===== src/rtl/core/lrl_pkg.sv =====
// Package for the loss-driven rate ladder: widths, register indexes, reset values and rung codes.
// Depends on nothing; every other file of the block uses it by scoped names.
package lrl_pkg;

	// Counter width and saturation value.
	localparam int COUNT_BITS = 8;
	localparam logic [COUNT_BITS-1:0] COUNT_MAX = {COUNT_BITS{1'b1}};

	// Field widths.
	localparam int LOSS_W  = 10;
	localparam int CNT_CFG_W = 8;
	localparam int FEC_W   = 7;
	localparam int RUNG_W  = 2;
	localparam int TENTHS_W = 4;
	localparam int CFG_IDX_W = 3;
	localparam int CFG_DATA_W = 10;

	// Counters and their limits are compared at the wider of the two widths.
	localparam int CMP_W = (COUNT_BITS > CNT_CFG_W) ? COUNT_BITS : CNT_CFG_W;

	// Constant outputs per rung and the FEC ceiling.
	localparam logic [TENTHS_W-1:0] TENTHS_GOOD       = 4'd10;
	localparam logic [TENTHS_W-1:0] TENTHS_RECOVERING = 4'd7;
	localparam logic [TENTHS_W-1:0] TENTHS_DEGRADED   = 4'd4;
	localparam logic [FEC_W-1:0] FEC_CAP = 7'd100;

	// Register reset values.
	localparam logic [LOSS_W-1:0]    RST_LOSS_THRESHOLD = 10'd30;
	localparam logic [CNT_CFG_W-1:0] RST_DEGRADE_AFTER  = 8'd2;
	localparam logic [CNT_CFG_W-1:0] RST_CLIMB_AFTER    = 8'd15;
	localparam logic [FEC_W-1:0]     RST_BASE_FEC       = 7'd25;
	localparam logic [FEC_W-1:0]     RST_DEGRADED_FEC   = 7'd100;

	// Configuration register indexes.
	typedef enum logic [CFG_IDX_W-1:0] {
		CFG_LOSS_THRESHOLD = 3'd0,
		CFG_DEGRADE_AFTER  = 3'd1,
		CFG_CLIMB_AFTER    = 3'd2,
		CFG_BASE_FEC       = 3'd3,
		CFG_DEGRADED_FEC   = 3'd4
	} cfg_idx_t;

	// Ladder rungs.
	typedef enum logic [RUNG_W-1:0] {
		RUNG_GOOD       = 2'd0,
		RUNG_RECOVERING = 2'd1,
		RUNG_DEGRADED   = 2'd2
	} rung_t;

	// Configuration register set as seen by the datapath.
	typedef struct packed {
		logic [LOSS_W-1:0]    loss_threshold;
		logic [CNT_CFG_W-1:0] degrade_after;
		logic [CNT_CFG_W-1:0] climb_after;
		logic [FEC_W-1:0]     base_fec_percent;
		logic [FEC_W-1:0]     degraded_fec_percent;
	} cfg_t;

endpackage


===== src/rtl/core/lrl_if.sv =====
// Valid/ready channel interfaces for the rate ladder's input ticks and result items.
// Depends on lrl_pkg for the field widths.
interface lrl_in_if;
	logic                        valid;
	logic                        ready;
	logic                        peers_present;
	logic                        loss_valid;
	logic [lrl_pkg::LOSS_W-1:0]  loss_level;

	modport source (output valid, peers_present, loss_valid, loss_level, input ready);
	modport sink   (input valid, peers_present, loss_valid, loss_level, output ready);
endinterface

interface lrl_out_if;
	logic                          valid;
	logic                          ready;
	logic [lrl_pkg::RUNG_W-1:0]    rung;
	logic                          rung_changed;
	logic [lrl_pkg::TENTHS_W-1:0]  bitrate_tenths;
	logic [lrl_pkg::FEC_W-1:0]     fec_percent;

	modport source (output valid, rung, rung_changed, bitrate_tenths, fec_percent, input ready);
	modport sink   (input valid, rung, rung_changed, bitrate_tenths, fec_percent, output ready);
endinterface


===== src/rtl/core/lrl_cfg_regs.sv =====
// Configuration register file of the rate ladder: five write-only registers.
// Depends on lrl_pkg for indexes, widths and reset values.
module lrl_cfg_regs (
	input  logic                            clk,
	input  logic                            arst_n,
	input  logic                            we,
	input  logic [lrl_pkg::CFG_IDX_W-1:0]   index,
	input  logic [lrl_pkg::CFG_DATA_W-1:0]  data,
	output lrl_pkg::cfg_t                   cfg
);

	lrl_pkg::cfg_t cfg_q;

	// Each write lands in the register its index selects; other indexes are dropped.
	always_ff @(posedge clk or negedge arst_n) begin
		if (!arst_n) begin
			cfg_q.loss_threshold       <= lrl_pkg::RST_LOSS_THRESHOLD;
			cfg_q.degrade_after        <= lrl_pkg::RST_DEGRADE_AFTER;
			cfg_q.climb_after          <= lrl_pkg::RST_CLIMB_AFTER;
			cfg_q.base_fec_percent     <= lrl_pkg::RST_BASE_FEC;
			cfg_q.degraded_fec_percent <= lrl_pkg::RST_DEGRADED_FEC;
		end else if (we) begin
			unique case (lrl_pkg::cfg_idx_t'(index))
				lrl_pkg::CFG_LOSS_THRESHOLD: begin
					cfg_q.loss_threshold <= data[lrl_pkg::LOSS_W-1:0];
				end
				lrl_pkg::CFG_DEGRADE_AFTER: begin
					cfg_q.degrade_after <= data[lrl_pkg::CNT_CFG_W-1:0];
				end
				lrl_pkg::CFG_CLIMB_AFTER: begin
					cfg_q.climb_after <= data[lrl_pkg::CNT_CFG_W-1:0];
				end
				lrl_pkg::CFG_BASE_FEC: begin
					cfg_q.base_fec_percent <= data[lrl_pkg::FEC_W-1:0];
				end
				lrl_pkg::CFG_DEGRADED_FEC: begin
					cfg_q.degraded_fec_percent <= data[lrl_pkg::FEC_W-1:0];
				end
				default: begin
				end
			endcase
		end
	end

	assign cfg = cfg_q;

endmodule


===== src/rtl/core/loss_driven_rate_ladder_top.sv =====
// Top level of the loss-driven rate ladder: input register, ladder update, result register.
// Depends on lrl_pkg, lrl_if (channel interfaces) and lrl_cfg_regs.

// The block takes one adaptation tick per clock cycle unless it stalls, and
// returns exactly one result item per tick; a tick passes through the input
// register and then the result register. The ladder state (rung, bad count,
// clean count) is updated in the same cycle a tick leaves the input register,
// so the next tick sees it at once. While a finished result waits to be taken,
// an empty input register still takes one more tick; both registers stall
// together only when the result is held and a tick is waiting.
// The user must write configuration through cfg_we/cfg_index/cfg_data only
// while no tick is in flight; the block itself does not enforce this.
// Indexes beyond the five registers are ignored.
module loss_driven_rate_ladder_top (
	input  logic                            clk,
	input  logic                            arst_n,
	lrl_in_if.sink                          in_ch,
	lrl_out_if.source                       out_ch,
	input  logic                            cfg_we,
	input  logic [lrl_pkg::CFG_IDX_W-1:0]   cfg_index,
	input  logic [lrl_pkg::CFG_DATA_W-1:0]  cfg_data
);

	lrl_pkg::cfg_t cfg;

	// Input register.
	logic                        s1_valid_q;
	logic                        peers_s1;
	logic                        lvalid_s1;
	logic [lrl_pkg::LOSS_W-1:0]  loss_s1;

	// Ladder state.
	lrl_pkg::rung_t                 rung_q;
	logic [lrl_pkg::COUNT_BITS-1:0] bad_q;
	logic [lrl_pkg::COUNT_BITS-1:0] clean_q;

	// Result register.
	logic                          out_valid_q;
	lrl_pkg::rung_t                out_rung_q;
	logic                          out_changed_q;
	logic [lrl_pkg::TENTHS_W-1:0]  out_tenths_q;
	logic [lrl_pkg::FEC_W-1:0]     out_fec_q;

	// Next-state and result values.
	lrl_pkg::rung_t                 rung_n;
	logic [lrl_pkg::COUNT_BITS-1:0] bad_n;
	logic [lrl_pkg::COUNT_BITS-1:0] clean_n;
	logic [lrl_pkg::TENTHS_W-1:0]   tenths_n;
	logic [lrl_pkg::FEC_W-1:0]      fec_n;
	logic [lrl_pkg::FEC_W-1:0]      base_cap;
	logic [lrl_pkg::FEC_W-1:0]      deg_cap;
	logic [lrl_pkg::FEC_W:0]        base_dbl;
	logic [lrl_pkg::FEC_W-1:0]      rec_fec;

	logic advance;
	logic accept;

	lrl_cfg_regs u_cfg (
		.clk    (clk),
		.arst_n (arst_n),
		.we     (cfg_we),
		.index  (cfg_index),
		.data   (cfg_data),
		.cfg    (cfg)
	);

	// Handshake: the tick in the input register moves on when the result slot frees.
	assign advance      = s1_valid_q && (!out_valid_q || out_ch.ready);
	assign in_ch.ready  = !s1_valid_q || advance;
	assign accept       = in_ch.valid && in_ch.ready;

	always_ff @(posedge clk or negedge arst_n) begin
		if (!arst_n) begin
			s1_valid_q <= 1'b0;
		end else if (in_ch.ready) begin
			s1_valid_q <= in_ch.valid;
		end
	end

	always_ff @(posedge clk) begin
		if (accept) begin
			peers_s1  <= in_ch.peers_present;
			lvalid_s1 <= in_ch.loss_valid;
			loss_s1   <= in_ch.loss_level;
		end
	end

	// Counter update and rung transition for the tick in the input register.
	always_comb begin
		bad_n   = bad_q;
		clean_n = clean_q;
		rung_n  = rung_q;
		if (!peers_s1) begin
			bad_n   = '0;
			clean_n = '0;
			rung_n  = lrl_pkg::RUNG_GOOD;
		end else begin
			if (lvalid_s1) begin
				if (loss_s1 >= cfg.loss_threshold) begin
					bad_n   = (bad_q == lrl_pkg::COUNT_MAX) ? bad_q
					          : bad_q + lrl_pkg::COUNT_BITS'(1);
					clean_n = '0;
				end else begin
					bad_n   = '0;
					clean_n = (clean_q == lrl_pkg::COUNT_MAX) ? clean_q
					          : clean_q + lrl_pkg::COUNT_BITS'(1);
				end
			end
			// A drop to degraded wins over a climb.
			priority if (lrl_pkg::CMP_W'(bad_n) >= lrl_pkg::CMP_W'(cfg.degrade_after)
			             && rung_q != lrl_pkg::RUNG_DEGRADED) begin
				rung_n = lrl_pkg::RUNG_DEGRADED;
			end else if (lrl_pkg::CMP_W'(clean_n) >= lrl_pkg::CMP_W'(cfg.climb_after)
			             && rung_q != lrl_pkg::RUNG_GOOD) begin
				clean_n = '0;
				rung_n  = (rung_q == lrl_pkg::RUNG_DEGRADED) ? lrl_pkg::RUNG_RECOVERING
				          : lrl_pkg::RUNG_GOOD;
			end else begin
			end
		end
	end

	// Bitrate scale and FEC for the new rung; FEC values are capped at 100.
	assign base_cap = (cfg.base_fec_percent > lrl_pkg::FEC_CAP) ? lrl_pkg::FEC_CAP
	                  : cfg.base_fec_percent;
	assign deg_cap  = (cfg.degraded_fec_percent > lrl_pkg::FEC_CAP) ? lrl_pkg::FEC_CAP
	                  : cfg.degraded_fec_percent;
	assign base_dbl = {base_cap, 1'b0};
	assign rec_fec  = (base_dbl > {1'b0, lrl_pkg::FEC_CAP}) ? lrl_pkg::FEC_CAP
	                  : base_dbl[lrl_pkg::FEC_W-1:0];

	always_comb begin
		unique case (rung_n)
			lrl_pkg::RUNG_DEGRADED: begin
				tenths_n = lrl_pkg::TENTHS_DEGRADED;
				fec_n    = deg_cap;
			end
			lrl_pkg::RUNG_RECOVERING: begin
				tenths_n = lrl_pkg::TENTHS_RECOVERING;
				fec_n    = rec_fec;
			end
			default: begin
				tenths_n = lrl_pkg::TENTHS_GOOD;
				fec_n    = base_cap;
			end
		endcase
		// Zero base FEC turns FEC off on every rung.
		if (base_cap == '0) begin
			fec_n = '0;
		end
	end

	// Ladder state registers.
	always_ff @(posedge clk or negedge arst_n) begin
		if (!arst_n) begin
			rung_q  <= lrl_pkg::RUNG_GOOD;
			bad_q   <= '0;
			clean_q <= '0;
		end else if (advance) begin
			rung_q  <= rung_n;
			bad_q   <= bad_n;
			clean_q <= clean_n;
		end
	end

	// Result register.
	always_ff @(posedge clk or negedge arst_n) begin
		if (!arst_n) begin
			out_valid_q <= 1'b0;
		end else if (advance) begin
			out_valid_q <= 1'b1;
		end else if (out_ch.ready) begin
			out_valid_q <= 1'b0;
		end
	end

	always_ff @(posedge clk) begin
		if (advance) begin
			out_rung_q    <= rung_n;
			out_changed_q <= (rung_n != rung_q);
			out_tenths_q  <= tenths_n;
			out_fec_q     <= fec_n;
		end
	end

	assign out_ch.valid          = out_valid_q;
	assign out_ch.rung           = out_rung_q;
	assign out_ch.rung_changed   = out_changed_q;
	assign out_ch.bitrate_tenths = out_tenths_q;
	assign out_ch.fec_percent    = out_fec_q;

endmodule


===== src/flat_wrapper.sv =====
// flat-port wrapper written by rule: the top's interface ports become plain ports
module loss_driven_rate_ladder_top_flat 
  (clk, arst_n, cfg_we, cfg_index, cfg_data, in_ch_valid, in_ch_peers_present, in_ch_loss_valid, in_ch_loss_level, in_ch_ready, out_ch_valid, out_ch_rung, out_ch_rung_changed, out_ch_bitrate_tenths, out_ch_fec_percent, out_ch_ready);
  lrl_in_if in_ch_i ();
  lrl_out_if out_ch_i ();
  input  logic clk;
  input  logic arst_n;
  input  logic cfg_we;
  input  logic [lrl_pkg::CFG_IDX_W-1:0] cfg_index;
  input  logic [lrl_pkg::CFG_DATA_W-1:0] cfg_data;
  input wire logic [$bits(in_ch_i.valid)-1:0] in_ch_valid;
  input wire logic [$bits(in_ch_i.peers_present)-1:0] in_ch_peers_present;
  input wire logic [$bits(in_ch_i.loss_valid)-1:0] in_ch_loss_valid;
  input wire logic [$bits(in_ch_i.loss_level)-1:0] in_ch_loss_level;
  output wire logic [$bits(in_ch_i.ready)-1:0] in_ch_ready;
  output wire logic [$bits(out_ch_i.valid)-1:0] out_ch_valid;
  output wire logic [$bits(out_ch_i.rung)-1:0] out_ch_rung;
  output wire logic [$bits(out_ch_i.rung_changed)-1:0] out_ch_rung_changed;
  output wire logic [$bits(out_ch_i.bitrate_tenths)-1:0] out_ch_bitrate_tenths;
  output wire logic [$bits(out_ch_i.fec_percent)-1:0] out_ch_fec_percent;
  input wire logic [$bits(out_ch_i.ready)-1:0] out_ch_ready;
  assign in_ch_i.valid = in_ch_valid;
  assign in_ch_i.peers_present = in_ch_peers_present;
  assign in_ch_i.loss_valid = in_ch_loss_valid;
  assign in_ch_i.loss_level = in_ch_loss_level;
  assign in_ch_ready = in_ch_i.ready;
  assign out_ch_valid = out_ch_i.valid;
  assign out_ch_rung = out_ch_i.rung;
  assign out_ch_rung_changed = out_ch_i.rung_changed;
  assign out_ch_bitrate_tenths = out_ch_i.bitrate_tenths;
  assign out_ch_fec_percent = out_ch_i.fec_percent;
  assign out_ch_i.ready = out_ch_ready;
  loss_driven_rate_ladder_top u_core (.clk(clk), .arst_n(arst_n), .in_ch(in_ch_i), .out_ch(out_ch_i), .cfg_we(cfg_we), .cfg_index(cfg_index), .cfg_data(cfg_data));
endmodule

===== config.mk =====
export PLATFORM = sky130hd
export DESIGN_NAME = loss_driven_rate_ladder_top_flat
export DESIGN_NICKNAME = d
export VERILOG_FILES = /design/src/rtl/core/lrl_pkg.sv /design/src/rtl/core/lrl_if.sv /design/src/rtl/core/lrl_cfg_regs.sv /design/src/rtl/core/loss_driven_rate_ladder_top.sv /design/src/flat_wrapper.sv
export SDC_FILE = /design/constraint.sdc
export NUM_CORES = 1
export LEC_CHECK = 0
export BUFFER_PORTS_ARGS = -buffer_cell sky130_fd_sc_hd__buf_2
export CAP_MARGIN = 15
export CORE_MARGIN = 5
export CORE_UTILIZATION = 50
export CTS_BUF_LIST = sky130_fd_sc_hd__clkbuf_4 sky130_fd_sc_hd__clkbuf_8
export DETAILED_ROUTE_END_ITERATION = 12
export GPL_ROUTABILITY_DRIVEN = 0
export PLACE_DENSITY = 0.65
export SLEW_MARGIN = 20
export SYNTH_ARGS = -nofsm -noshare
export SYNTH_HDL_FRONTEND = slang
export SYNTH_HIERARCHICAL = 1
export SYNTH_SLANG_ARGS = --single-unit

===== constraint.sdc =====
create_clock -name clk -period 5.34 [get_ports clk]
set_input_delay 1.335 -clock clk [delete_from_list [all_inputs] [get_ports clk]]
set_output_delay 1.335 -clock clk [all_outputs]
set_load 0.01 [all_outputs]

# --- Word-level counts from Yosys, hierarchy flattened ---
# Index checks and enable logic that the tools add are counted.
totals:
  regBits: 86
  out_inout_bits: 16
  word_cells: 76
  in_bits: 30
classes:
  magnitude_cmp: 6
  addsub: 2
  muxes: 23
  eq_ne: 11
  n_reduce_logical: 17
ops:
  columns: ["cell", "count"]
  rows:
  - ["$mux W8", 12]
  - ["$mux W7", 3]
  - ["$add A8 B1 Y8 const B", 2]
  - ["$eq A8 B8 Y1 const B", 2]
  - ["$ge A8 B8 Y1", 2]
  - ["$gt A7 B7 Y1 const B", 2]
  - ["$pmux W7 S2", 1]
  - ["$ge A10 B10 Y1", 1]
  - ["$reduce_and A2 Y1", 5]
  - ["$gt A8 B7 Y1 const B", 1]
  - ["$pmux W4 S2", 1]
  - ["$logic_not A7 Y1", 1]
  - ["$eq A3 B2 Y1 const B", 2]
  - ["$mux W2", 3]
  - ["$eq A2 B2 Y1 const B", 2]
  - ["$logic_and A1 B1 Y1", 4]
  - ["$reduce_bool A2 Y1", 2]
  - ["$eq A3 B1 Y1 const B", 1]
  - ["$eq A3 B3 Y1 const B", 1]
  - ["$logic_not A3 Y1", 1]
  - ["$mux W1", 3]
  - ["$eq A2 B1 Y1 const B", 1]
  - ["$logic_not A1 Y1", 2]
  - ["$logic_or A1 B1 Y1", 2]
  - ["2 further kinds", 2]

# --- Longest topological paths before layout ---
logic_depth:
  depth_word: 12
  mapped_depth: 20
  ltp_nobuf: 20

# --- Hierarchy ---
# Netlist, hierarchy kept.
modules_own_cells:
  columns: ["module", "cells_each", "seq_area_each_um2", "area_per_inst_um2", "instances"]
  rows:
  - ["loss_driven_rate_ladder_top", 347, 1281.2, 3186.8, 1]
  - ["lrl_cfg_regs", 89, 1019.7, 1669.1, 1]

# --- Worst setup path before layout ---
# Ideal clock, no wire load.
synth_path:
  kind: "reg2reg"
  start: "register u_core.u_cfg.cfg_q (netlist bit u_core/u_cfg/cfg[34])"
  end: "register u_core.out_fec_q (netlist bit u_core/out_ch.fec_percent[3]) (data pin)"
  stages_incl_launch_ff: 21
  arrival_ps: 4133
  required_ps: 5045
  synth_period_minus_slack_ps: 4428
  n_path_buf: 2
  setup_time_ps: 295
  slack_ps: 912
  cell_sequence: "dfstp_2 > inv_1 > ha_1 > a21oi_1 > nand2_1 > a31oi_1 > a21oi_1 > buf_2 > a21o_1 > ha_1 > nand2b_1 > a2111o_1 > and3_1 > nor3_1 > o2bb2ai_1 > nand2_1 > ha_1 > clkbuf_1 > inv_1 > a21oi_1 > a211oi_1"
synth_via:
  elab_chain_len: 11
synth_lines:
  columns: ["element", "line_no", "text"]
  rows:
  - ["from (decl)", "lrl_cfg_regs.sv:12", "lrl_pkg::cfg_t cfg_q;"]
  - ["$ge A10 B10 Y1 (*)", "loss_driven_rate_ladder_top.sv:99", "if (loss_s1 >= cfg.loss_threshold) begin"]
  - ["$mux W8", "loss_driven_rate_ladder_top.sv:99", null]
  - ["$mux W8", "loss_driven_rate_ladder_top.sv:98", "if (lvalid_s1) begin"]
  - ["$mux W8", "loss_driven_rate_ladder_top.sv:93", "if (!peers_s1) begin"]
  - ["$ge A8 B8 Y1", "loss_driven_rate_ladder_top.sv:113", "end else if (lrl_pkg::CMP_W'(clean_n) >= lrl_pkg::CMP_W'(cfg.climb_after)"]
  - ["$logic_and A1 B1 Y1", "loss_driven_rate_ladder_top.sv:114", "&& rung_q != lrl_pkg::RUNG_GOOD) begin"]
  - ["$mux W2", "loss_driven_rate_ladder_top.sv:113", null]
  - ["$mux W2 (*)", "loss_driven_rate_ladder_top.sv:110", "priority if (lrl_pkg::CMP_W'(bad_n) >= lrl_pkg::CMP_W'(cfg.degrade_after)"]
  - ["$mux W2 (*)", "loss_driven_rate_ladder_top.sv:93", null]
  - ["$eq A2 B1 Y1 / $eq A2 B2 Y1 (equally long branches)", "loss_driven_rate_ladder_top.sv:133", "unique case (rung_n)"]
  - ["$pmux W7 S2 (*)", "loss_driven_rate_ladder_top.sv:133", null]
  - ["to (signal assigned)", "loss_driven_rate_ladder_top.sv:182", "out_fec_q <= fec_n;"]
  - ["to (decl)", "loss_driven_rate_ladder_top.sv:42", "logic [lrl_pkg::FEC_W-1:0] out_fec_q;"]
# Every way passes the cells marked *; elsewhere a longest branch is shown, timed or not. The select of a mux whose other input is x is not followed.
# A chain may end at the register's enable or synchronous reset.

# --- Worst setup path in the final report ---
layout_path:
  start: "register u_core.u_cfg.cfg_q (netlist bit u_core/u_cfg/cfg[34])"
  end: "register u_core.out_fec_q (netlist bit u_core/out_ch.fec_percent[1]) (data pin)"
# The elaborated chain is that of the path after synthesis.

==> summary.txt <==
outcome: finished, final reports clean
post-CTS setup buffer count: 0
cell repeated most along the worst path: ha_1
CP Capture Point: u_core/out_ch.fec_percent[1]
slowest cell delay on critical path: 540 ps
Sw Ratio: 0.322
1st-pass router iterations: 4
input/output buffers: 45
Worst-Skew Late Latency: 350 ps
Ys Warns: 6
wire length per cell: 16.2 um
CTS Sinks: 86
Comb pwr share: 0.251
Total Routing Usage GR: 0.185
reg2reg end: u_core/out_ch.fec_percent[1]
reg-to-reg slack, setup: 430 ps
WP data required: 5400 ps
total grt overflow: 0
fin crit period: 4910 ps
Die Width: 109 um
first-pass GRT wire length: 17,000 um
max-slew violations: 0
Cells after Synth: 436
fill count: 889
CP Max Fanout: 10
ys async rst share: 0.698
Post-Route WL: 10,100 um
core area: 0.00964 mm^2
Seq/Total Area, Yosys: 0.474
Post-Syn Area per Cell: 11.1 um^2
drt drc: 0
setup ws final: 430 ps
CTS tree: built
Achievable Freq: 204 MHz
P_int: 1.20 mW
Resize count post-CTS: 0
CTS root buffer: clkbuf_8
antenna viol nets, final: 0
Sum Neg Setup Slack: 0 ps
CTS HTree Levels: 3
CTS Buf Count: 9
crit path from: u_core/u_cfg/cfg[34]
via count: 3,535
Tightest Hold Check Type: reg -> reg
measured slew at the worst slew-check pin: 988 ps
share of cells above drive strength 1: 0.278
reg2reg path depth: 19
Synth Flop Type: dfrtp_1
Post-Route Utilization: 0.560
RSZ-0062 raised after global routing: no
clock transition at the registers of the reported paths: 100 ps
Clock Power Share: 0.246
row count: 36
Max Buffers Root-to-Sink: 2
Die ar.: 0.0118 mm^2
# placed instances: 606
CP startpoint kind: flip-flop
Initial Util: 0.504
Tcrit/Tclk final: 0.919
synth unique cells: 68
diode count: 0
initial antenna violation count: 0
Post-Layout Cell Count: 622
flops & latches, synth: 86
Final Setup Violations: 0
Layout Nets: 545
PD cells: 328 mW/mm^2
top cells by area, synth: dfrtp_1 23%, edfxtp_1 16%, dfstp_2 8.1%
Post-synth EDFFs: 26
Area growth syn-to-layout: 11.3%
Final Hold Fails: 0
LEAKAGE: 2.37 nW
Pwr Total: 1.77 mW
Synth area leader: dfrtp_1
DP Wirelength: 7460 um
pin count of the biggest net entering global routing: 61
via/cell ratio: 5.68
crit-path cells: inv_1 -> ha_1 -> a21oi_1 -> nand2_1 -> a31oi_1 -> and2_1 -> o21ai_0 -> a32o_1 -> ha_1 -> or4_4 -> a21oi_2 -> o31ai_1 -> nor3_1 -> o2bb2ai_1 -> nand2_1 -> ha_1 -> inv_1 -> a21oi_1 -> a311oi_1
Crit Reg-Reg Startpoint: u_core/u_cfg/cfg[34]
Peak VDD IR: 161 uV
Net Count, Synth: 497
Max Cap Violations: 0
First DRT Iteration DRCs: 148
Relative slew margins: 0.336
Hold Buf Count CTS: 0
Synth top area share: 0.232
kind of end point of the critical path: flip-flop
Ports: 46
Die H: 109 um
arrival time worst endpoint: 4970 ps
synthesized area: 0.00486 mm^2
crit path kind: reg -> reg
register share of total power: 0.503
sw power: 0.571 mW
CP max-delay cell: dfstp_2
vias in the first global route: 3,553
Clock Skews: 11.4 ps
pre-CTS setup slack: 307 ps
-- final cells by class --
cell class,count,area [um^2],area share
timing repair buffer,48,248,0.0459
tap,133,166,0.0308
sequential,86,2300,0.426
inverter,34,128,0.0236
clock buffer,9,124,0.0229
clock inverter,7,60.1,0.0111
multi-input combinational,305,2380,0.440
-- cell families after synthesis --
| group | count (synthesis) | synth area share |
|---|---|---|
| XOR/XNOR | 2 | 0.00361 |
| adder cells (fa/ha/maj) | 31 | 0.0799 |
| multiplexers | 43 | 0.117 |
| flip-flops | 86 | 0.474 |
| AND/OR/NAND/NOR | 135 | 0.149 |
| buffers and inverters | 45 | 0.0415 |
| AO/OA/AOI/OAI | 94 | 0.135 |
-- power groups by stage --
stage / clock network [mW] / logic, mW / registers, mW
floorplan: 0 / 0.321 / 0.885
global placement: 0 / 0.426 / 0.901
detailed placement: 0 / 0.443 / 0.904
CTS: 0.453 / 0.445 / 0.891
global route: 0.480 / 0.500 / 0.909
finish: 0.436 / 0.445 / 0.893
-- critical path: cells and delay by family, from the launching register on --
family | cells | cell delay (ps)
AND/OR/NAND/NOR | 5 | 1280
AO/OA/AOI/OAI | 9 | 1560
adder cells (fa/ha/maj) | 3 | 1000
flip-flops | 1 | 540
buffers and inverters | 2 | 230
-- per-stage QoR --
step,instance area (um^2),hold slack [ps]
finish,5400,519
global route,5400,548
CTS,5390,520
detailed placement,5200,494
global placement,5200,494
floorplan,4860,472
-- worst min path at each step --
stage / to / startpoint / cells after the start / slack (ps)
global placement: u_core/u_cfg/cfg[37] / u_core/u_cfg/cfg[37] / 1 / 490
global route: u_core/u_cfg/cfg[29] / u_core/u_cfg/cfg[29] / 1 / 550
finish: u_core/u_cfg/cfg[38] / u_core/u_cfg/cfg[38] / 1 / 520
floorplan: u_core/out_ch.valid / u_core/s1_valid_q / 1 / 470
CTS: u_core/u_cfg/cfg[39] / u_core/u_cfg/cfg[39] / 1 / 520
detailed placement: u_core/u_cfg/cfg[25] / u_core/u_cfg/cfg[25] / 1 / 490
-- per-layer routing --
metal  track usage  up-vias  wire, um  share of wire
li1              -     1696         -              -
met1         0.246     1739      4730           0.47
met2         0.302       84      4770           0.47
met3        0.0281       16       419          0.041
met4        0.0784        0       190          0.019
met5             0        -         0              0
-- sequential cells by signal, indices dropped and copies added (netlist names) --
name / count
u_core/u_cfg/cfg: 40
u_core/loss_s1: 10
u_core/bad_q: 8
u_core/clean_q: 8
u_core/out_ch.fec_percent: 7
u_core/out_ch.bitrate_tenths: 4
u_core/out_ch.rung: 2
u_core/rung_q: 2
u_core/lvalid_s1: 1
u_core/out_ch.rung_changed: 1
u_core/out_ch.valid: 1
u_core/peers_s1: 1
u_core/s1_valid_q: 1
-- cell usage in the layout (no fill, tap or decap), drive strengths merged, types with 2 or more instances in the layout --
cell	instances
clkinv	2
mux2i	2
nor2b	2
a21o	7
o2bb2ai	2
or2	4
a32o	2
nor3	11
nand4	3
dfrtp	45
and4bb	2
inv	39
a211o	2
o211ai	2
or3	5
ha	31
a31oi	6
nand2	35
nor4	3
and3	4
clkbuf	9
a2bb2oi	2
a211oi	6
a31o	3
or4	2
mux2	41
o21a	2
nand2b	12
edfxtp	26
nor3b	2
dfstp	15
nor4b	2
o21ai	15
o31ai	4
a22o	3
and2	4
nor2	22
buf	48
nand3	18
a21oi	26
-- synth_stat cells, drive strengths merged, types with 7 or more instances --
master	n
dfrtp	45
mux2	41
nand2	35
inv	33
ha	31
a21oi	26
edfxtp	26
nor2	22
nand3	18
dfstp	15
o21ai	15
nand2b	12
nor3	11
a21o	7
buf	7
No activity file was read; power rests on OpenSTA's default activity.
